[src/ptlp_pkg.sv]
`timescale 1ns / 1ps
// ----------------------------------------------------------------------------
// ptlp_pkg
// Shared constants and register codes for the point-to-line projection block.
// ----------------------------------------------------------------------------
package ptlp_pkg;

  localparam int COORD_BITS   = 16;
  localparam int FRAC_BITS    = 16;
  localparam int TQ_BITS      = 32;
  localparam int DIST_BITS    = 52;
  localparam int CFG_IDX_BITS = 3;
  localparam int FIFO_DEPTH   = 4;
  localparam int AXES         = 3;

  typedef enum logic [CFG_IDX_BITS-1:0] {
    REG_START_X = 3'd0,
    REG_START_Y = 3'd1,
    REG_START_Z = 3'd2,
    REG_END_X   = 3'd3,
    REG_END_Y   = 3'd4,
    REG_END_Z   = 3'd5
  } cfg_reg_t;

endpackage

[src/ptlp_fifo.sv]
`timescale 1ns / 1ps
// ----------------------------------------------------------------------------
// ptlp_fifo
// Short queue between the front and the back; lets each side stall alone.
// ----------------------------------------------------------------------------
module ptlp_fifo #(
  parameter int W     = 8,
  parameter int DEPTH = ptlp_pkg::FIFO_DEPTH
) (
  input  logic         clk,
  input  logic         rst_n,
  input  logic         push,
  input  logic [W-1:0] din,
  output logic         full,
  input  logic         pop,
  output logic [W-1:0] dout,
  output logic         empty
);

  localparam int PTRW = (DEPTH > 1) ? $clog2(DEPTH) : 1;
  localparam int CNTW = $clog2(DEPTH + 1);

  logic [W-1:0]    mem_r [DEPTH];
  logic [PTRW-1:0] wr_r, rd_r;
  logic [CNTW-1:0] cnt_r;
  logic            do_push, do_pop;

  assign full    = (cnt_r == CNTW'(DEPTH));
  assign empty   = (cnt_r == '0);
  assign do_push = push && !full;
  assign do_pop  = pop && !empty;
  assign dout    = mem_r[rd_r];

  always_ff @(posedge clk) begin
    if (!rst_n) begin
      wr_r  <= '0;
      rd_r  <= '0;
      cnt_r <= '0;
    end else begin
      if (do_push) begin
        wr_r <= (wr_r == PTRW'(DEPTH - 1)) ? '0 : wr_r + 1'b1;
      end
      if (do_pop) begin
        rd_r <= (rd_r == PTRW'(DEPTH - 1)) ? '0 : rd_r + 1'b1;
      end
      if (do_push && !do_pop) begin
        cnt_r <= cnt_r + 1'b1;
      end else if (do_pop && !do_push) begin
        cnt_r <= cnt_r - 1'b1;
      end
    end
  end

  always_ff @(posedge clk) begin
    if (do_push) begin
      mem_r[wr_r] <= din;
    end
  end

endmodule

[config.mk]
export PLATFORM = sky130hd
export DESIGN_NAME = ptlp_fifo
export DESIGN_NICKNAME = d
export VERILOG_FILES = /design/src/ptlp_pkg.sv /design/src/ptlp_fifo.sv
export SDC_FILE = /design/constraint.sdc
export NUM_CORES = 1
export LEC_CHECK = 0
export BUFFER_PORTS_ARGS = -buffer_cell sky130_fd_sc_hd__buf_4
export CAP_MARGIN = 5
export CORE_MARGIN = 8
export CORE_UTILIZATION = 55
export CTS_BUF_LIST = sky130_fd_sc_hd__clkbuf_4 sky130_fd_sc_hd__clkbuf_8 sky130_fd_sc_hd__clkbuf_16
export DETAILED_ROUTE_END_ITERATION = 10
export GPL_TIMING_DRIVEN = 1
export PLACE_DENSITY_LB_ADDON = 0.25
export SLEW_MARGIN = 20
export SYNTH_ARGS = -nofsm -noshare
export SYNTH_HDL_FRONTEND = slang
export SYNTH_SLANG_ARGS = --single-unit
[constraint.sdc]
create_clock -name clk -period 3 [get_ports clk]
set_clock_uncertainty 0.2 [all_clocks]
set_input_delay 0.6 -clock clk [delete_from_list [all_inputs] [get_ports clk]]
set_output_delay 0.6 -clock clk [all_outputs]
set_load 0.005 [all_outputs]
### Yosys cells after proc, flatten, opt, wreduce, memory -nomap -nowiden

Memory sizes are Yosys's and may differ from the RTL's. A register that Yosys moved wholly into a read port is not among the register bits.
Index checks and enable logic that the tools add are counted.

| word-level totals | value |
|---|---|
| output and inout bits | 10 |
| word-level logic and storage cells | 29 |
| bits in read-only memories | 0 |
| memories kept | 1 |
| input port bits | 12 |
| bits in registers | 7 |
| RAM bits | 32 |
| latch bits | 0 |

Memories:

| name | words | bits a word | rd ports | clocked after memory_dff | wr ports | RTL line | source |
|---|---|---|---|---|---|---|---|
| mem_r | 4 | 8 | 1 | 1 | 1 | ptlp_fifo.sv:23 | `logic [W-1:0] mem_r [DEPTH];` |

| operators by class | value |
|---|---|
| bitwise operators | 0 |
| reduce and logical (&&, ||, !) cells | 10 |
| $lt $le $gt $ge | 0 |
| mux-type cells | 8 |
| divide/modulo/power cells | 0 |
| add/sub/neg operators | 4 |
| equality and inequality tests | 3 |
| shifts and indexed selects | 0 |
| multiply operators | 0 |

Operator list:

| cell | number |
|---|---|
| $mux 2 | 4 |
| $mux 3 | 2 |
| $add 2x1->2 const B | 2 |
| $eq 2x2->1 const B | 2 |
| $logic_and 1x1->1 | 4 |
| $logic_not 1->1 | 4 |
| $add 3x1->3 const B | 1 |
| $eq 3x3->1 const B | 1 |
| $logic_not 3->1 | 1 |
| $sub 3x1->3 const B | 1 |
| $mux 1 | 2 |
| $reduce_bool 2->1 | 1 |

### Logic depth before layout (Yosys ltp)

| depth | value |
|---|---|
| depth after elaboration | 7 |
| depth in mapped cells | 9 |
| mapped depth without buffers | 8 |

### Worst setup path after synthesis

Ideal clock, no wire load.

| timing path | value |
|---|---|
| kind | input to register |
| start point | input push |
| end point | register cnt_r[2] |
| arrival time | 2.024 ns |
| path buffers | 1 |
| slack | 0.701 ns |
| library setup time | 0.076 ns |
| cell stages on the path | 8 |
| required time | 2.724 ns |
| path through | nor2b_1 -> buf_2 -> ha_1 -> inv_1 -> fa_1 -> xor2_1 -> or3_1 -> a21boi_0 |

| between the ends | value |
|---|---|
| longest elaborated chain between the ends | 4 |
| elaborated cells on any way between the ends | 6 |
| classes of those cells | mux (1); reduce/logical (5) |

Ends and longest elaborated chain:

| what | RTL line | source |
|---|---|---|
| start: declaration | ptlp_fifo.sv:12 | `input logic push,` |
| $logic_and 1x1->1 * | ptlp_fifo.sv:30 | `assign do_push = push && !full;` |
| named net do_push | ptlp_fifo.sv:26 | `logic do_push, do_pop;` |
| $logic_not 1->1 | ptlp_fifo.sv:48 | `end else if (do_pop && !do_push) begin` |
| $logic_and 1x1->1 | ptlp_fifo.sv:48 |  |
| $reduce_bool 2->1 (no line) | n/a |  |
| end signal: assignment | ptlp_fifo.sv:47 | `cnt_r <= cnt_r + 1'b1;` |
| end signal: assignment | ptlp_fifo.sv:49 | `cnt_r <= cnt_r - 1'b1;` |
| end: declaration | ptlp_fifo.sv:25 | `logic [CNTW-1:0] cnt_r;` |

The timed path passes the listed nets; every way through them passes the cells marked *.
A chain may end at the register's enable or synchronous reset.

==> impl_metrics.py <==
metrics = {
    "yosys": {
        "yosys-top-cells-area": "edfxtp_1 59%, dfxtp_1 11%, mux4_2 11%",
        "synth_edf_count": 32,
        "synth-warning-count": 0,
        "ys_seq_elements": 41,
        "synth.avg_cell_area_um2": 17.5,
        "yosysMostFrequentCell": "edfxtp_1",
        "seq_area_frac_synth_pct": 70.0,
        "syn_nets": 112,
        "synth_ff_type": "edfxtp_1",
        "ys_types": 23,
        "synthCells": 93,
        "netlist_area_um2": 1630,
        "async_flop_share_pct": 0,
        "synth_common_cells": "32 x edfxtp_1, 9 x dfxtp_1, 8 x mux4_2",
        "synth_top_area_cell": "edfxtp_1",
        "synth_top_area_share_pct": 58.9,
    },
    "min_path": {
        "hold_class": "primary input to register",
        "holdPathStages": 1,
        "hp-start": "din[5]",
    },
    "setup_path": {
        "required_ps": 2200,
        "critPathKind": "register to primary output",
        "cp_slowest_cell": "dfxtp_1",
        "worstSetupStartpointType": "register",
        "reg2reg_depth": 7,
        "max_stage_delay_ps": 670,
        "worstPathCellList": "mux4_2 -> buf_4",
        "end_kind": "primary output",
        "r2r-start": "cnt_r[0]$_SDFFE_PN0P_",
        "worstPathArrival_ps": 1730,
        "worstPathMaxFanout": 8,
    },
    "finish": {
        "final_area_um2": 1880,
        "syn_to_final_growth_pct": 15.5,
        "nNetsFinal": 137,
        "antenna_cells": 0,
        "layout-drive-gt1-share_pct": 32.8,
        "nFillCells": 197,
    },
    "clock_tree": {
        "clock_sink_count": 41,
        "cts_root_buf": "clkbuf_4",
        "worstSkewPairLatency_ps": 330,
        "clkSlewWorstSetupHoldPaths_ps": 110,
        "postCtsSetupBuffers": 0,
        "cts_buffer_depth": 2,
        "cts_buffers": 5,
        "cts_max_level": 2,
        "cts_tree": "built",
        "cts_resized": 0,
        "hold_buffers": 0,
    },
    "sta": {
        "tightest_slew_ps": 549,
        "final_hold_viol_count": 0,
        "worst_slack_ps": 470,
        "fin_crit_sh_pct": 84.3,
        "max_slew_margin_pct": 63.1,
        "setup_violations": 0,
        "max_freq_ghz": 0.395,
        "post-route-min-period_ps": 2530,
        "maxSlewViolCount": 0,
        "rsz0062_at_grt": "false",
        "final.setup.tns_ps": 0,
    },
    "global_route": {
        "grt_pass1_vias": 867,
        "track_usage_pct": 10.8,
        "grt_max_degree": 13,
        "antenna_found_initial": 0,
        "grt.overflow.total": 0,
        "grt_pass1_wl_mm": 4.12,
    },
    "routing": {
        "drc": 0,
        "wl_mm": 2.41,
        "drtIter0Drc": 53,
        "routed_via_density": 5.49,
        "wire_per_inst_um": 16.0,
        "vias": 824,
        "firstDrtPassIters": 4,
        "antenna_left": 0,
    },
    "run": {
        "maxCapViolations": 0,
    },
    "placed_design": {
        "post-place-ws_ps": 470,
        "io_buffers": 21,
        "post_dp_cell_area_um2": 1820,
        "place_congestion": 0.660,
        "hpwlAfterDp_mm": 1.78,
    },
    "pwr": {
        "leakagePower_nw": 0.694,
        "ir_drop_mv": 0.574,
        "power.total_mw": 1.44,
        "power_density_nw_per_um2": 762,
    },
    "floorplanning": {
        "core_area_um2": 2780,
        "core.rowCount": 19,
        "die-area_um2": 4960,
        "start_util_pct": 58.6,
        "io_pins": 22,
        "die_y_um": 70.4,
        "die_w_um": 70.4,
    },
    "run_status": {
        "outcome": "finished clean",
    },
}
-- per-layer routing --
layer / vias up / routed length (µm) / track usage (%)
li1: 401 / - / -
met1: 395 / 931 / 10.1
met2: 22 / 1250 / 18.9
met3: 6 / 183 / 5.08
met4: 0 / 38 / 5.36
met5: - / 0 / 0
-- power breakdown --
part	internal [mW]	total (mW)	switching [mW]
combinational	0.228	0.374	0.146
sequential	0.699	0.773	0.0748
clock	0.134	0.289	0.155
-- per-stage QoR --
| stage | cells | hold WS, ps | util (%) |
|---|---|---|---|
| global route | 150 | 238 | 67.7 |
| detailed placement | 142 | 309 | 65.3 |
| global placement | 142 | 284 | 65.3 |
| finish | 150 | 259 | 67.7 |
| floorplan | 93 | 268 | - |
| CTS | 150 | 247 | 67.7 |
-- cells in the final DEF, fill, tap and decap left out, types with 3 or more instances in the layout --
master	synthesis	layout
inv_1	3	3
clkbuf_4	0	7
o21ai_0	3	3
ha_1	6	6
buf_4	0	22
nand2_1	6	6
and2_1	5	5
dfxtp_1	9	9
edfxtp_1	32	32
mux4_2	8	8
mux2i_1	3	3
-- worst paths after layout --
| kind | slack, ps | endpoint |
|---|---|---|
| worst max-delay path | 470 | dout[6] |
| worst min-delay path | 260 | mem_r[0][5]$_DFFE_PP_ |
| worst max register to register | 490 | cnt_r[2]$_SDFFE_PN0P_ |
| worst min register to register | 310 | wr_r[1]$_SDFFE_PN0P_ |
-- logic make-up after synthesis --
| family | count (synthesis) | share of synthesized area (%) |
|---|---|---|
| AND/OR/NAND/NOR | 20 | 6.60 |
| multiplexers | 11 | 12.9 |
| AO/OA/AOI/OAI | 5 | 1.84 |
| flip-flops | 41 | 70.0 |
| buffers and inverters | 7 | 1.76 |
| adder cells (fa/ha/maj) | 7 | 5.83 |
| XOR/XNOR | 2 | 1.07 |
-- flip-flops by register name (all words and copies together) (netlist names), named ones only --
name and flops:
mem_r 32, rd_r 2, wr_r 2, cnt_r 3
-- final cells by class --
| cell class | instances | area [µm²] | share of cell area, % |
|---|---|---|---|
| multi-input cells | 45 | 460 | 24.5 |
| clock buffers | 8 | 66.3 | 3.52 |
| inverters | 3 | 11.3 | 0.598 |
| flip-flops and latches | 41 | 1140 | 60.6 |
| repair buffers | 22 | 165 | 8.77 |
| well taps | 31 | 38.8 | 2.06 |
-- critical path: cells and delay by family (launching register included) --
kind | cells | cell delay [ps]
multiplexers | 1 | 580
flip-flops | 1 | 670
buffers and inverters | 1 | 150
Note: power is estimated with default switching activity, not from simulation.
