==> config.mk <==
export PLATFORM = sky130hd
export DESIGN_NAME = ptlp_front
export DESIGN_NICKNAME = d
export VERILOG_FILES = /design/src/ptlp_pkg.sv /design/src/ptlp_front.sv
export SDC_FILE = /design/constraint.sdc
export NUM_CORES = 2
export LEC_CHECK = 0
export BUFFER_PORTS_ARGS = -buffer_cell sky130_fd_sc_hd__buf_4
export CORE_ASPECT_RATIO = 1.5
export CORE_MARGIN = 2
export CORE_UTILIZATION = 43
export CTS_BUF_LIST = sky130_fd_sc_hd__clkbuf_4
export CTS_CLUSTER_DIAMETER = 120
export DETAILED_ROUTE_END_ITERATION = 10
export HOLD_SLACK_MARGIN = 0.08
export SLEW_MARGIN = 20
export SYNTH_ARGS = -nofsm -noshare
export SYNTH_HDL_FRONTEND = slang
export SYNTH_SLANG_ARGS = --single-unit
==> constraint.sdc <==
create_clock -name clk -period 8.3 [get_ports clk]
set_clock_uncertainty 0.1 [all_clocks]
set_input_delay 0.83 -clock clk [delete_from_list [all_inputs] [get_ports clk]]
set_output_delay 0.83 -clock clk [all_outputs]
set_load 0.01 [all_outputs]
==> src/ptlp_pkg.sv <==
`timescale 1ns / 1ps
// ----------------------------------------------------------------------------
// ptlp_pkg
// Shared constants and register codes for the point-to-line projection block.
// ----------------------------------------------------------------------------
package ptlp_pkg;

  localparam int COORD_BITS   = 16;
  localparam int FRAC_BITS    = 16;
  localparam int TQ_BITS      = 32;
  localparam int DIST_BITS    = 52;
  localparam int CFG_IDX_BITS = 3;
  localparam int FIFO_DEPTH   = 4;
  localparam int AXES         = 3;

  typedef enum logic [CFG_IDX_BITS-1:0] {
    REG_START_X = 3'd0,
    REG_START_Y = 3'd1,
    REG_START_Z = 3'd2,
    REG_END_X   = 3'd3,
    REG_END_Y   = 3'd4,
    REG_END_Z   = 3'd5
  } cfg_reg_t;

endpackage

==> src/ptlp_front.sv <==
`timescale 1ns / 1ps
// ----------------------------------------------------------------------------
// ptlp_front
// Takes point beats, forms P-S and the dot product with the line direction,
// and hands sign and magnitude of the numerator to the queue.
// ----------------------------------------------------------------------------
module ptlp_front #(
  parameter int CB = ptlp_pkg::COORD_BITS,
  localparam int DW = CB + 1,
  localparam int PW = 2 * DW,
  localparam int AW = PW + 2
) (
  input  logic                                clk,
  input  logic                                rst_n,
  input  logic                                pt_valid,
  output logic                                pt_ready,
  input  logic [ptlp_pkg::AXES*CB-1:0]        pt_data,
  input  logic [ptlp_pkg::AXES*CB-1:0]        start,
  input  logic [ptlp_pkg::AXES*DW-1:0]        dir,
  output logic                                q_valid,
  input  logic                                q_full,
  output logic [ptlp_pkg::AXES*DW-1:0]        q_ps,
  output logic                                q_neg,
  output logic [AW-1:0]                       q_mag
);

  localparam int NA = ptlp_pkg::AXES;

  logic                 f1_v_r, f2_v_r, f3_v_r;
  logic                 adv;
  logic signed [DW-1:0] ps_nxt  [NA];
  logic signed [DW-1:0] ps1_r   [NA];
  logic signed [DW-1:0] ps2_r   [NA];
  logic signed [DW-1:0] ps3_r   [NA];
  logic signed [PW-1:0] prod_r  [NA];
  logic signed [AW-1:0] num_c;
  logic                 neg_nxt;
  logic [AW-1:0]        mag_nxt;
  logic                 neg_r;
  logic [AW-1:0]        mag_r;

  assign adv      = !f3_v_r || !q_full;
  assign pt_ready = adv;

  always_comb begin
    for (int i = 0; i < NA; i++) begin
      ps_nxt[i] = DW'($signed(pt_data[i*CB +: CB])) - DW'($signed(start[i*CB +: CB]));
    end
    num_c   = AW'(prod_r[0]) + AW'(prod_r[1]) + AW'(prod_r[2]);
    neg_nxt = num_c[AW-1];
    mag_nxt = neg_nxt ? AW'(-num_c) : AW'(num_c);
  end

  always_ff @(posedge clk) begin
    if (!rst_n) begin
      f1_v_r <= 1'b0;
      f2_v_r <= 1'b0;
      f3_v_r <= 1'b0;
    end else if (adv) begin
      f1_v_r <= pt_valid;
      f2_v_r <= f1_v_r;
      f3_v_r <= f2_v_r;
    end
  end

  always_ff @(posedge clk) begin
    if (adv) begin
      for (int i = 0; i < NA; i++) begin
        ps1_r[i]  <= ps_nxt[i];
        prod_r[i] <= ps1_r[i] * $signed(dir[i*DW +: DW]);
        ps2_r[i]  <= ps1_r[i];
        ps3_r[i]  <= ps2_r[i];
      end
      neg_r <= neg_nxt;
      mag_r <= mag_nxt;
    end
  end

  assign q_valid = f3_v_r;
  assign q_neg   = neg_r;
  assign q_mag   = mag_r;

  genvar g;
  for (g = 0; g < NA; g++) begin : g_ps
    assign q_ps[g*DW +: DW] = ps3_r[g];
  end

endmodule

=== Word level (Yosys, flattened, before mapping) ===
Memory sizes are Yosys's and may differ from the RTL's.
Cells that the tools add are included.

* Bits in registers: 40
* Bits in writable memories: 255
* Output and inout bits: 90
* Logic and storage cells: 25
* Memories kept: 4

{| class="wikitable"
|+ Memories
! memory !! words !! bits a word !! rd ports !! clocked after Yosys merged registers in !! wr ports !! RTL line !! text
|-
| prod_r || 3 || 34 || 3 || 0 || 3 || ptlp_front.sv:35 || <nowiki>logic signed [PW-1:0] prod_r [NA];</nowiki>
|-
| ps1_r || 3 || 17 || 3 || 0 || 3 || ptlp_front.sv:32 || <nowiki>logic signed [DW-1:0] ps1_r [NA];</nowiki>
|-
| ps2_r || 3 || 17 || 3 || 0 || 3 || ptlp_front.sv:33 || <nowiki>logic signed [DW-1:0] ps2_r [NA];</nowiki>
|-
| ps3_r || 3 || 17 || 3 || 0 || 3 || ptlp_front.sv:34 || <nowiki>logic signed [DW-1:0] ps3_r [NA];</nowiki>
|}

* Add/subtract/negate cells: 6
* $mul: 3
* Mux-type cells: 3
* Reductions and logical operators: 3

{| class="wikitable"
|+ Operators by type and width
! cell !! count
|-
| 17-bit by 17-bit multiplier with 34-bit output || 3
|-
| 16-bit by 16-bit subtractor with 17-bit output || 3
|-
| 35-bit by 34-bit adder with 36-bit output || 1
|-
| 36-bit negator || 1
|-
| 34-bit by 34-bit adder with 35-bit output || 1
|-
| 35-bit two-way mux || 1
|-
| 1-bit logical NOT || 2
|-
| 1-bit two-way mux || 2
|-
| 1-bit logical OR || 1
|}

=== Longest topological paths before layout ===
An unclocked memory read counts as a cell.

* Depth in word-level cells: 5
* Gate-level depth with buffers: 26
* Mapped depth without buffers: 25

=== Least setup slack after synthesis ===
No wires, ideal clock.

* Kind: input-to-output
* Start: input q_full
* End: output pt_ready
* Arrival time: 7029 ps
* Data required time: 7370 ps
* Path slack: 341 ps
* Stages on the path: 1
* Path buffers: 0
* Path through: nand2_1

* Cells in the longest elaborated chain, start to end: 2

{| class="wikitable"
|+ Ends and longest elaborated chain
! what !! RTL line !! text
|-
| start, declared || ptlp_front.sv:21 || <nowiki>input logic q_full,</nowiki>
|-
| 1-bit logical NOT || ptlp_front.sv:42 || <nowiki>assign adv = !f3_v_r || !q_full;</nowiki>
|-
| 1-bit logical OR || ptlp_front.sv:42 ||
|-
| end, declared || ptlp_front.sv:16 || <nowiki>output logic pt_ready,</nowiki>
|}

Every way passes these cells.

==> impl_summary.txt <==
----------------------------------------------------
[Synth]
  Share of the synthesized area in the top cell type ... 39.6%
  Synthesis warning total ... 0
  Post-synthesis register bit count ... roughly 300
  Share of flip-flops with an asynchronous set or reset ... 0%
  Number of enable flip-flop cells after synthesis ... 292
  Count leader, synth ... sky130_fd_sc_hd__inv_1
  Post-synth top flop ... sky130_fd_sc_hd__edfxtp_1
  Mapped Cells ... 4,594
  Top cells by area, synth ... sky130_fd_sc_hd__fa_1 40%, sky130_fd_sc_hd__edfxtp_1 19%, sky130_fd_sc_hd__ha_1 9.0%
  Synth Net Count ... 6,009
  Library cell with the largest summed area after synthesis ... sky130_fd_sc_hd__fa_1
  Post-Syn Area ... ~47,000 sq um
  Share of synthesized area occupied by flip-flops and latches ... 18.9%
  Post-synth top cells ... 1,019 x sky130_fd_sc_hd__inv_1, 926 x sky130_fd_sc_hd__fa_1, 468 x sky130_fd_sc_hd__nand2_1, 442 x sky130_fd_sc_hd__and2_1, 338 x sky130_fd_sc_hd__ha_1
  Number of library cell types mapped by synthesis ... 84
  Post-Syn Area per Cell ... 10.2 sq um

[Timing]
  Part of the cycle the worst path needs ... 88.4%
  Top achievable clock speed ... around 0.14 GHz
  Transition time of the tightest slew-check pin ... a little under 900 ps
  Worst slew margin relative to its limit ... 40.3%
  Smallest setup slack after layout ... 963 ps
  Final hold violation count ... 0
  Setup repair after global routing missed its margin ... no
  Tmin final ... approximately 7300 ps
  Fin. max-slew vios ... 0
  Post-route setup TNS ... 0 ps
  Number of setup violations in the final report ... 0

[Routing]
  1st-pass router iterations ... 5
  Detailed-route wire length per cell ... 18.1 microns
  Detail-routed via count per cell ... 5.07
  Residual antenna-violating net count after detailed routing ... 0
  Via count ... roughly 32,000
  DRC violation count after routing ... 0
  Detailed Route Iter0 Violations ... between 1,500 and 2,000
  Routed wire length ... 114 mm

[Setup path]
  Highest net fanout along the worst path ... 15
  CP Cell Sequence ... nand2_1 -> fa_1 -> inv_1 -> fa_1 -> inv_1 -> fa_1 -> inv_1 -> fa_1 -> fa_1 -> inv_1 -> fa_1 -> inv_1 -> ha_1 -> nand2_1 -> nor3_1 -> nand2_1 -> o211a_1 -> o21bai_1 -> a211oi_1 -> nor3_1 -> and2_1 -> o21ai_0 -> a221oi_1
  Crit path capture type ... flop
  Cell repeated most along the worst path ... sky130_fd_sc_hd__fa_1
  Max stage delay cell, worst path ... sky130_fd_sc_hd__edfxtp_1
  Path type of the worst setup path ... reg -> reg
  Type of element launching the critical path ... flop
  Delay of the slowest cell on the worst path ... 850 ps
  Data required time of the critical path ... 8870 ps
  Crit path DAT ... 7900 ps

[Cells and area]
  Core utilization of the finished layout ... 47.5%
  Growth of design area from synthesis to finish ... 9.86%
  Number of nets in the final layout ... between 6,000 and 7,000
  Fraction of final layout cells with drive strength greater than 1 ... a little under a tenth

[Place]
  Estimated wirelength of the detail-placed design ... about 92 mm
  Placer Congestion ... 0.906
  Total of buffers placed on input and output ports ... 240
  Worst slack at placement ... 699 ps

[Floorplanning]
  Cell Rows ... 148
  CORE AREA ... between 100,000 and 150,000 sq um
  I/O Pins ... 241
  Die outline height ... slightly above 400 microns
  Initial Util ... a little over two fifths
  Width of the die ... approximately 270 microns
  Overall die area ... 112,000 sq um

[Flow run]
  Max Cap Viol ... 0

[Hold path]
  Worst hold-check path type ... in -> reg

[Clock network]
  Gates resized, CTS repair ... 0
  Clk slew on worst S/H paths ... 70 ps
  CTS tree ... yes
  Number of buffers created by CTS ... 80
  Maximum root-to-sink buffer count ... 3
  Clock H-tree levels ... 3
  Clock latency on the worst-skew pair ... 990 ps
  Root Driver ... sky130_fd_sc_hd__clkbuf_4
  Clock Sinks ... 295

[GRT]
  Pin count of the biggest net entering global routing ... 135
  Initial antenna violation count ... 6
  Global-route wire length before repair ... around 190 mm
  Vias in the first global route ... roughly 36,000
  Tot GR Track Use ... 21.8%
  Remaining Overflow, GRT ... 0

[Run status]
  Status ... finished clean

----------------------------------------------------
==> cells by family after synthesis <==
family,count (synthesis),synth area share (%)
muxes,3,0.0668
AOI/OAI and AO/OA,417,5.86
adders and majority gates,1264,48.6
buffers and inverters,1149,9.28
xor gates and xnor gates,185,3.50
and+or+nand+nor,1281,13.8
DFF,295,18.9
==> per-stage QoR <==
step / hold WS [ps] / cell area (sq um) / cells
after floorplan: 300 / 46800 / 4594
after global placement: 301 / 50200 / 6164
after detailed placement: 305 / 50200 / 6164
after CTS: 87.9 / 51400 / 6315
after global routing: 111 / 51400 / 6322
final: 200 / 51400 / 6322
==> sequential cells by signal (all words and copies together) (netlist names) <==
signal   cells
f1_v_r       1
f2_v_r       1
prod_r     102
ps1_r       51
ps2_r       51
ps3_r       51
q_mag       36
q_neg        1
q_valid      1
==> cell usage in the layout (no fill, tap or decap), drive strengths merged, types with 33 or more instances in the layout <==
master and instances:
a21o 51, ha 338, and2 442, nor2 153, buf 275, a21oi 105, inv 1020, nand2 468
clkbuf 107, xor2 36, nor3 41, o21ai 92, nor2b 33, xnor2 149, fa 926, edfxtp 292
nand3 40
==> area by class of cell <==
type | instances | area [sq um]
Timing Repair Buffer | 281 | 2140
Fill cell | 10300 | 56900
Multi-Input combinational cell | 3150 | 33600
Tap cell | 1425 | 1780
Clock inverter | 38 | 392
Inverter | 1019 | 3820
Clock buffer | 107 | 803
Sequential cell | 295 | 8830
Antenna cell | 7 | 17.5
==> critical path: cells and delay by family, from the launching register on <==
| kind | cells | cell delay (ps) |
|---|---|---|
| compound gates | 5 | 1180 |
| fa+ha+maj | 7 | 3400 |
| buf+inv | 5 | 240 |
| simple gates | 6 | 1280 |
| flops | 1 | 850 |
==> repair_timing <==
item,CTS,global route
hold endpoints to repair,4,0
buffers inserted,0,0
hold buffers,6,0
endpoints found under the setup margin,0,0
==> final timing paths <==
check | start | to | slack, ps | depth (start not counted)
worst max register to register | ps1_r[0][7] | prod_r[0][31] | 960 | 23
worst min-delay path | start[32] | ps1_r[0][34] | 200 | 3
worst min register to register | ps2_r[0][14] | ps3_r[0][14] | 310 | 0
worst max-delay path | ps1_r[0][7] | prod_r[0][31] | 960 | 23
==> routing by layer <==
metal | GRT usage, % | share of wire [%] | wire, microns
met5 | 0 | 0.015 | 17
met3 | 2.37 | 3.4 | 3870
met1 | 24.4 | 36 | 41700
met2 | 40.9 | 55 | 63300
met4 | 10.1 | 4.8 | 5470
Power is not shown: default switching activity piles up to over one toggle a cycle in this logic, so the estimate is an artifact.
