[src/ptlp_pkg.sv]
`timescale 1ns / 1ps
// ----------------------------------------------------------------------------
// ptlp_pkg
// Shared constants and register codes for the point-to-line projection block.
// ----------------------------------------------------------------------------
package ptlp_pkg;

  localparam int COORD_BITS   = 16;
  localparam int FRAC_BITS    = 16;
  localparam int TQ_BITS      = 32;
  localparam int DIST_BITS    = 52;
  localparam int CFG_IDX_BITS = 3;
  localparam int FIFO_DEPTH   = 4;
  localparam int AXES         = 3;

  typedef enum logic [CFG_IDX_BITS-1:0] {
    REG_START_X = 3'd0,
    REG_START_Y = 3'd1,
    REG_START_Z = 3'd2,
    REG_END_X   = 3'd3,
    REG_END_Y   = 3'd4,
    REG_END_Z   = 3'd5
  } cfg_reg_t;

endpackage

[src/ptlp_div.sv]
`timescale 1ns / 1ps
// ----------------------------------------------------------------------------
// ptlp_div
// Pipelined restoring divider: one quotient bit per stage, giving t as
// signed fixed point, truncated toward zero and saturated.
// ----------------------------------------------------------------------------
module ptlp_div #(
  parameter int CB = ptlp_pkg::COORD_BITS,
  parameter int FB = ptlp_pkg::FRAC_BITS,
  parameter int SW = 8,
  localparam int AW   = 2 * (CB + 1) + 2,
  localparam int DENW = 2 * CB + 2,
  localparam int QB   = ptlp_pkg::TQ_BITS
) (
  input  logic                 clk,
  input  logic                 rst_n,
  input  logic                 en,
  input  logic                 in_v,
  input  logic                 in_neg,
  input  logic [AW-1:0]        in_mag,
  input  logic [SW-1:0]        in_side,
  input  logic [DENW-1:0]      den,
  output logic                 out_v,
  output logic signed [QB-1:0] out_t,
  output logic [SW-1:0]        out_side
);

  localparam int CW  = AW + QB;
  localparam int NXW = AW + FB + QB;

  logic              v_r    [QB+1];
  logic [DENW-1:0]   r_r    [QB+1];
  logic [QB-1:0]     n_r    [QB+1];
  logic [QB-1:0]     q_r    [QB+1];
  logic              neg_r  [QB+1];
  logic              ovf_r  [QB+1];
  logic [SW-1:0]     side_r [QB+1];

  logic [NXW-1:0]    nx;
  logic [CW-1:0]     den_sh;
  logic              ovf;
  logic [QB-1:0]     lim, m;
  logic signed [QB-1:0] t_nxt;

  logic                 tv_r;
  logic signed [QB-1:0] t_r;
  logic [SW-1:0]        tside_r;

  assign nx     = NXW'({in_mag, {FB{1'b0}}});
  assign den_sh = CW'(den) << (QB - FB);
  assign ovf    = CW'(in_mag) >= den_sh;

  always_ff @(posedge clk) begin
    if (!rst_n) begin
      v_r[0] <= 1'b0;
    end else if (en) begin
      v_r[0] <= in_v;
    end
  end

  always_ff @(posedge clk) begin
    if (en) begin
      r_r[0]    <= DENW'(nx >> QB);
      n_r[0]    <= nx[QB-1:0];
      q_r[0]    <= '0;
      neg_r[0]  <= in_neg;
      ovf_r[0]  <= ovf;
      side_r[0] <= in_side;
    end
  end

  genvar k;
  for (k = 1; k <= QB; k++) begin : g_step
    logic [DENW:0] rem2, diff;
    logic          ge;

    assign rem2 = {r_r[k-1], n_r[k-1][QB-1]};
    assign diff = rem2 - {1'b0, den};
    assign ge   = rem2 >= {1'b0, den};

    always_ff @(posedge clk) begin
      if (!rst_n) begin
        v_r[k] <= 1'b0;
      end else if (en) begin
        v_r[k] <= v_r[k-1];
      end
    end

    always_ff @(posedge clk) begin
      if (en) begin
        r_r[k]    <= ge ? diff[DENW-1:0] : rem2[DENW-1:0];
        n_r[k]    <= n_r[k-1] << 1;
        q_r[k]    <= {q_r[k-1][QB-2:0], ge};
        neg_r[k]  <= neg_r[k-1];
        ovf_r[k]  <= ovf_r[k-1];
        side_r[k] <= side_r[k-1];
      end
    end
  end

  always_comb begin
    lim   = neg_r[QB] ? {1'b1, {(QB-1){1'b0}}} : {1'b0, {(QB-1){1'b1}}};
    m     = (ovf_r[QB] || (q_r[QB] > lim)) ? lim : q_r[QB];
    t_nxt = neg_r[QB] ? $signed(-m) : $signed(m);
  end

  always_ff @(posedge clk) begin
    if (!rst_n) begin
      tv_r <= 1'b0;
    end else if (en) begin
      tv_r <= v_r[QB];
    end
  end

  always_ff @(posedge clk) begin
    if (en) begin
      t_r     <= t_nxt;
      tside_r <= side_r[QB];
    end
  end

  assign out_v    = tv_r;
  assign out_t    = t_r;
  assign out_side = tside_r;

endmodule

[config.mk]
export PLATFORM = sky130hd
export DESIGN_NAME = ptlp_div
export DESIGN_NICKNAME = d
export VERILOG_FILES = /design/src/ptlp_pkg.sv /design/src/ptlp_div.sv
export SDC_FILE = /design/constraint.sdc
export NUM_CORES = 2
export LEC_CHECK = 0
export BUFFER_PORTS_ARGS = -buffer_cell sky130_fd_sc_hd__buf_2
export CORE_MARGIN = 3
export CORE_UTILIZATION = 45
export CTS_CLUSTER_SIZE = 25
export DETAILED_ROUTE_END_ITERATION = 8
export PLACE_DENSITY_LB_ADDON = 0.08
export SETUP_SLACK_MARGIN = 0.15
export SLEW_MARGIN = 20
export SYNTH_ARGS = -nofsm -noshare
export SYNTH_HDL_FRONTEND = slang
export SYNTH_SLANG_ARGS = --single-unit
[constraint.sdc]
create_clock -name clk -period 6.4 [get_ports clk]
set_input_delay 0.32 -clock clk [delete_from_list [all_inputs] [get_ports clk]]
set_output_delay 0.32 -clock clk [all_outputs]
set_load 0.005 [all_outputs]
# Yosys cells after proc, flatten, opt, wreduce, memory -nomap -nowiden
# Memories as Yosys holds them, arrays and structs flattened. A register that Yosys moved wholly into a read port is not among the register bits.
# Cells that the tools add are included.
totals:
  ff_bits: 32
  mem_bits_rw: 3564
  inputBits: 83
  wordCells: 183
  mem_count: 7
op_classes:
  add_sub_neg: 33
  magnitude_cmp: 34
  muxes: 73
  bitwise_logic: 33
  n_reduce_logical: 2
mem_list:
  columns: ["memory", "depth", "width", "read_ports", "rd_ports_with_merged_regs", "wr", "line_no", "rtl"]
  rows:
  - ["r_r", 33, 34, 32, 0, 33, "ptlp_div.sv:32", "logic [DENW-1:0] r_r [QB+1];"]
  - ["q_r", 33, 32, 33, 0, 33, "ptlp_div.sv:34", "logic [QB-1:0] q_r [QB+1];"]
  - ["n_r", 33, 31, 32, 0, 33, "ptlp_div.sv:33", "logic [QB-1:0] n_r [QB+1];"]
  - ["side_r", 33, 8, 33, 1, 33, "ptlp_div.sv:37", "logic [SW-1:0] side_r [QB+1];"]
  - ["neg_r", 33, 1, 33, 0, 33, "ptlp_div.sv:35", "logic neg_r [QB+1];"]
  - ["ovf_r", 33, 1, 33, 0, 33, "ptlp_div.sv:36", "logic ovf_r [QB+1];"]
  - ["1 more memories", null, null, null, null, null, null, null]
op_table:
  columns: ["cell", "count"]
  rows:
  - ["greater-or-equal comparator 35 x 34 -> 1 bit", 32]
  - ["2-to-1 mux 34 bit", 32]
  - ["subtractor 34 bit", 32]
  - ["2-to-1 mux 32 bit", 3]
  - ["greater-or-equal comparator 36 x 50 -> 1 bit", 1]
  - ["2-to-1 mux 1 bit", 38]
  - ["OR 1 bit", 33]
  - ["> comparator 32 bit", 1]
  - ["negation 32 bit", 1]
  - ["zero test 1 bit", 1]
  - ["logical OR 1 bit", 1]

# Longest topological paths before layout
# An unclocked memory read counts as a cell.
depth:
  word_depth: 7
  ltp_mapped: 25

# Least setup slack after synthesis
# OpenSTA, ideal clock, no wires.
synth_timing:
  kind: "register to register"
  start: "mem neg_r[32]"
  end: "reg t_r[30] (netlist: out_t[30]) (data pin)"
  setup_ns: 0.254
  t_arrival_ns: 5.280
  t_required_ns: 6.146
  slack_ns: 0.865
  path_stages_with_launch: 23
  period_less_slack_ns: 5.535
  path_cell_list: "edfxtp_1 > inv_1 > clkbuf_1 > clkbuf_1 > ha_1 > nand4_1 > o211ai_1 > a211o_1 > a211oi_1 > nor2_1 > clkbuf_1 > clkbuf_1 > nor2_1 > a21oi_1 > inv_1 > ha_1 > nand4b_1 > or3_1 > nor3_1 > nand2_1 > or4_1 > a211o_1 > o21a_1"
synth_rtl:
  columns: ["item", "line_no", "rtl"]
  rows:
  - ["from (decl)", "ptlp_div.sv:35", null]
  - ["to (signal assigned)", "ptlp_div.sv:117", "t_r <= t_nxt;"]
  - ["to (decl)", "ptlp_div.sv:46", "logic signed [QB-1:0] t_r;"]

==> results.py <==
metrics = {
    "drt": {
        "vias_per_cell": 5.88,
        "drt-initial-drc-count": 7967,
        "route.detailed.drc": 0,
        "firstDrtPassIters": 6,
        "routed_wl_mm": 380,
        "vias": 93300,
        "ant_nets": 0,
        "routedWlPerCell_um": 23.9,
    },
    "setup_path": {
        "start_kind": "flip-flop",
        "cp_top_family": "simple AND/OR/NAND/NOR gates",
        "crit_buf_inv": 3,
        "crit_slowest_cell": "edfxtp_1",
        "worstSetupPathType": "reg -> reg",
        "critical_path.cell_chain": "buf_4, ha_1, a21o_1, a21o_1, a21oi_1, o211ai_1, a211o_1, a211oi_1, buf_4, nor2_4, nor2_1, a21oi_1, inv_1, ha_1, nand4b_1, or3_1, nor3_1, nand2_1, or4_1, a211o_1, o21a_1",
        "required_ns": 7.06,
        "cp-end-kind": "flip-flop",
        "critPathArrivalTime_ns": 5.91,
        "max_stage_delay_ns": 0.57,
        "critPathMaxFanout": 16,
    },
    "clock_tree": {
        "cts.repair.resized": 0,
        "postCtsHoldBufs": 52,
        "cts_setup_buffers": 0,
        "clk_path_buf_depth": 4,
        "clkSlewWorstSetupHoldPaths_ns": 0.07,
        "clk_root_buffer_cell": "clkbuf_16",
        "clk_latency_ns": 0.90,
        "htreeDepth": 4,
        "numClockSinks": 2142,
        "cts_tree": "yes",
        "numCtsBuffers": 241,
    },
    "final_layout": {
        "fin_cells": 15900,
        "nNetsFinal": 13200,
        "area_delta_synth_final_pct": 11.9,
        "final_core_util_pct": 50.6,
        "layout-drive-gt1-share_pct": 10.1,
    },
    "pwr": {
        "finalPower_mw": 76.9,
        "p_leak_nw": 56.8,
        "ir_drop_uv": 332,
        "p_per_area_nw_per_um2": 532,
    },
    "synth": {
        "avgSynthCellArea_sq_um": 11.2,
        "synth_edf_count": 2140,
        "synthArstFlopShare_pct": 0,
        "syn-num-nets": 12800,
        "ys_seq_elements": 2142,
        "synth_ff_type": "edfxtp_1",
        "synth_top_area_share_pct": 49.8,
        "synth_commonest_cells": "2,140 x edfxtp_1, 1,127 x ha_1, 1,080 x a21oi_1",
        "ys_top_cells_by_area": "edfxtp_1 50%, ha_1 11%, a21oi_1 4.2%",
        "synth_top_cell_by_area": "edfxtp_1",
        "yosys_warnings": 0,
        "synth.most_common_cell": "edfxtp_1",
        "synth.yosys.seq_area_share_pct": 49.8,
        "netlist_area_sq_um": 129000,
        "ys_types": 100,
        "syn_inst": 11500,
    },
    "sta": {
        "setup_viol": 0,
        "hold_viol": 0,
        "finalHoldWorstSlack_ns": 0.127,
        "slew_viol_final": 0,
        "max-slew-margin-rel_pct": 20.2,
        "rsz0062_at_grt": "false",
        "tightest_slew_ns": 1.20,
        "fin_worst_skew_ns": 0.0290,
        "tns_ns": 0,
        "fmax_ghz": 0.190,
        "finalCritPeriodShare_pct": 82.1,
        "period_minus_slack_ns": 5.25,
    },
    "grt": {
        "track_usage_pct": 25.1,
        "grt_pass1_vias": 89900,
        "grt_pass1_wl_mm": 563,
        "grt_antenna_before_repair": 16,
        "grt_max_degree": 153,
        "overflow": 0,
    },
    "die": {
        "initial_core_util_pct": 45.2,
        "core_sq_um": 285000,
        "rows": 196,
        "ios": 124,
        "dieArea_sq_um": 293000,
        "fp.dieW_um": 542,
        "die_h_um": 542,
    },
    "run_status": {
        "status": "finished, final reports clean",
    },
    "place": {
        "portBuffers": 123,
        "dp_cells": 15400,
        "gp_congestion": 0.934,
        "hpwl_mm": 279,
    },
    "job": {
        "drv_cap": 0,
    },
    "hold_path": {
        "min_path_type": "in -> reg",
    },
}
[routing by layer]
| layer | wire (um) | track usage [%] |
|---|---|---|
| met3 | 19000 | 3.08 |
| met1 | 171000 | 34.5 |
| met2 | 175000 | 40.9 |
| met5 | 0 | 0 |
| met4 | 15400 | 9.32 |
[through the flow]
step                      area (sq um)  setup slack [ns]
final                           145000              1.15
after global placement          136000              1.02
after floorplan                 129000             0.865
after detailed placement        136000              1.12
after CTS                       145000              1.11
after global routing            145000             0.759
[cells in the final DEF (no fill, tap or decap), drive strengths merged, types with 27 or more instances in the layout]
master / Yosys / layout
dlygate4sd3: 0 / 52
nor4: 39 / 39
o21bai: 102 / 102
or3: 48 / 48
bufinv: 0 / 39
nor2: 692 / 692
a21boi: 42 / 42
a21oi: 1081 / 1081
and4: 30 / 30
nand4: 147 / 147
nand3: 175 / 175
edfxtp: 2140 / 2140
xor2: 323 / 323
o21ai: 868 / 868
nand2: 907 / 907
mux2: 379 / 379
nand2b: 154 / 154
a21o: 527 / 527
and2: 55 / 55
xnor2: 512 / 512
o31ai: 99 / 99
clkinv: 1 / 118
a211o: 32 / 32
o211ai: 55 / 55
a211oi: 121 / 121
ha: 1127 / 1127
or2: 45 / 45
mux2i: 27 / 27
clkbuf: 181 / 270
fa: 31 / 31
o21a: 157 / 157
nor3: 193 / 193
a31oi: 90 / 90
and3: 154 / 154
nor2b: 147 / 147
o41ai: 27 / 27
buf: 70 / 331
inv: 358 / 369
[flip-flops by register name, indices dropped and copies added (netlist names)]
| register | count |
|---|---|
| n_r | 136 |
| neg_r | 33 |
| out_side | 8 |
| out_t | 32 |
| out_v | 1 |
| ovf_r | 33 |
| q_r | 528 |
| r_r | 1074 |
| side_r | 264 |
| v_r | 33 |
[power by group]
| group | internal, mW | switching (mW) | leakage, nW | total (mW) |
|---|---|---|---|---|
| clock | 8.52 | 5.99 | 4.03 | 14.5 |
| sequential | 21.9 | 3.27 | 21.0 | 25.2 |
| combinational | 16.1 | 21.1 | 31.8 | 37.2 |
[layout make-up]
type / count / area, sq um
Fill cell: 25300 / 141000
Clock inverter: 179 / 2130
Timing Repair Buffer: 383 / 3210
Antenna cell: 4 / 10.0
Inverter: 359 / 1350
Clock buffer: 270 / 6140
Multi-Input combinational cell: 8788 / 62700
Tap cell: 3762 / 4710
Sequential cell: 2142 / 64300
[worst paths after layout]
| kind | cells past startpoint | start | endpoint | slack (ns) |
|---|---|---|---|---|
| worst max-delay path | 21 | neg_r[32] | out_t[30] | 1.15 |
| worst min-delay path | 2 | in_side[5] | side_r[0][5] | 0.13 |
| worst max register to register | 21 | neg_r[32] | out_t[30] | 1.15 |
| worst min register to register | 0 | q_r[12][2] | q_r[13][3] | 0.41 |
[worst reg2reg max path, stage by stage, from the launching register on]
cell and delay, ns:
edfxtp_1 0.57, buf_4 0.27, ha_1 0.32, a21o_1 0.17, a21o_1 0.17, a21oi_1 0.19, o211ai_1 0.14, a211o_1 0.28
a211oi_1 0.18, buf_4 0.18, nor2_4 0.08, nor2_1 0.13, a21oi_1 0.06, inv_1 0.08, ha_1 0.27, nand4b_1 0.18
or3_1 0.43, nor3_1 0.29, nand2_1 0.17, or4_1 0.45, a211o_1 0.31, o21a_1 0.10
[cell families (layout without fill, tap and decap cells)]
logic type | Yosys count | after routing | synth area share [%]
adders and majority gates | 1158 | 1158 | 11.4
AOI/OAI and AO/OA | 3515 | 3515 | 17.1
muxes | 406 | 406 | 3.51
xor gates and xnor gates | 835 | 835 | 5.66
and+or+nand+nor | 2874 | 2874 | 10.7
buffers and inverters | 610 | 1191 | 1.86
other | 0 | 4 | 0
DFF | 2142 | 2142 | 49.8
Power figures use the tool's default switching activity.
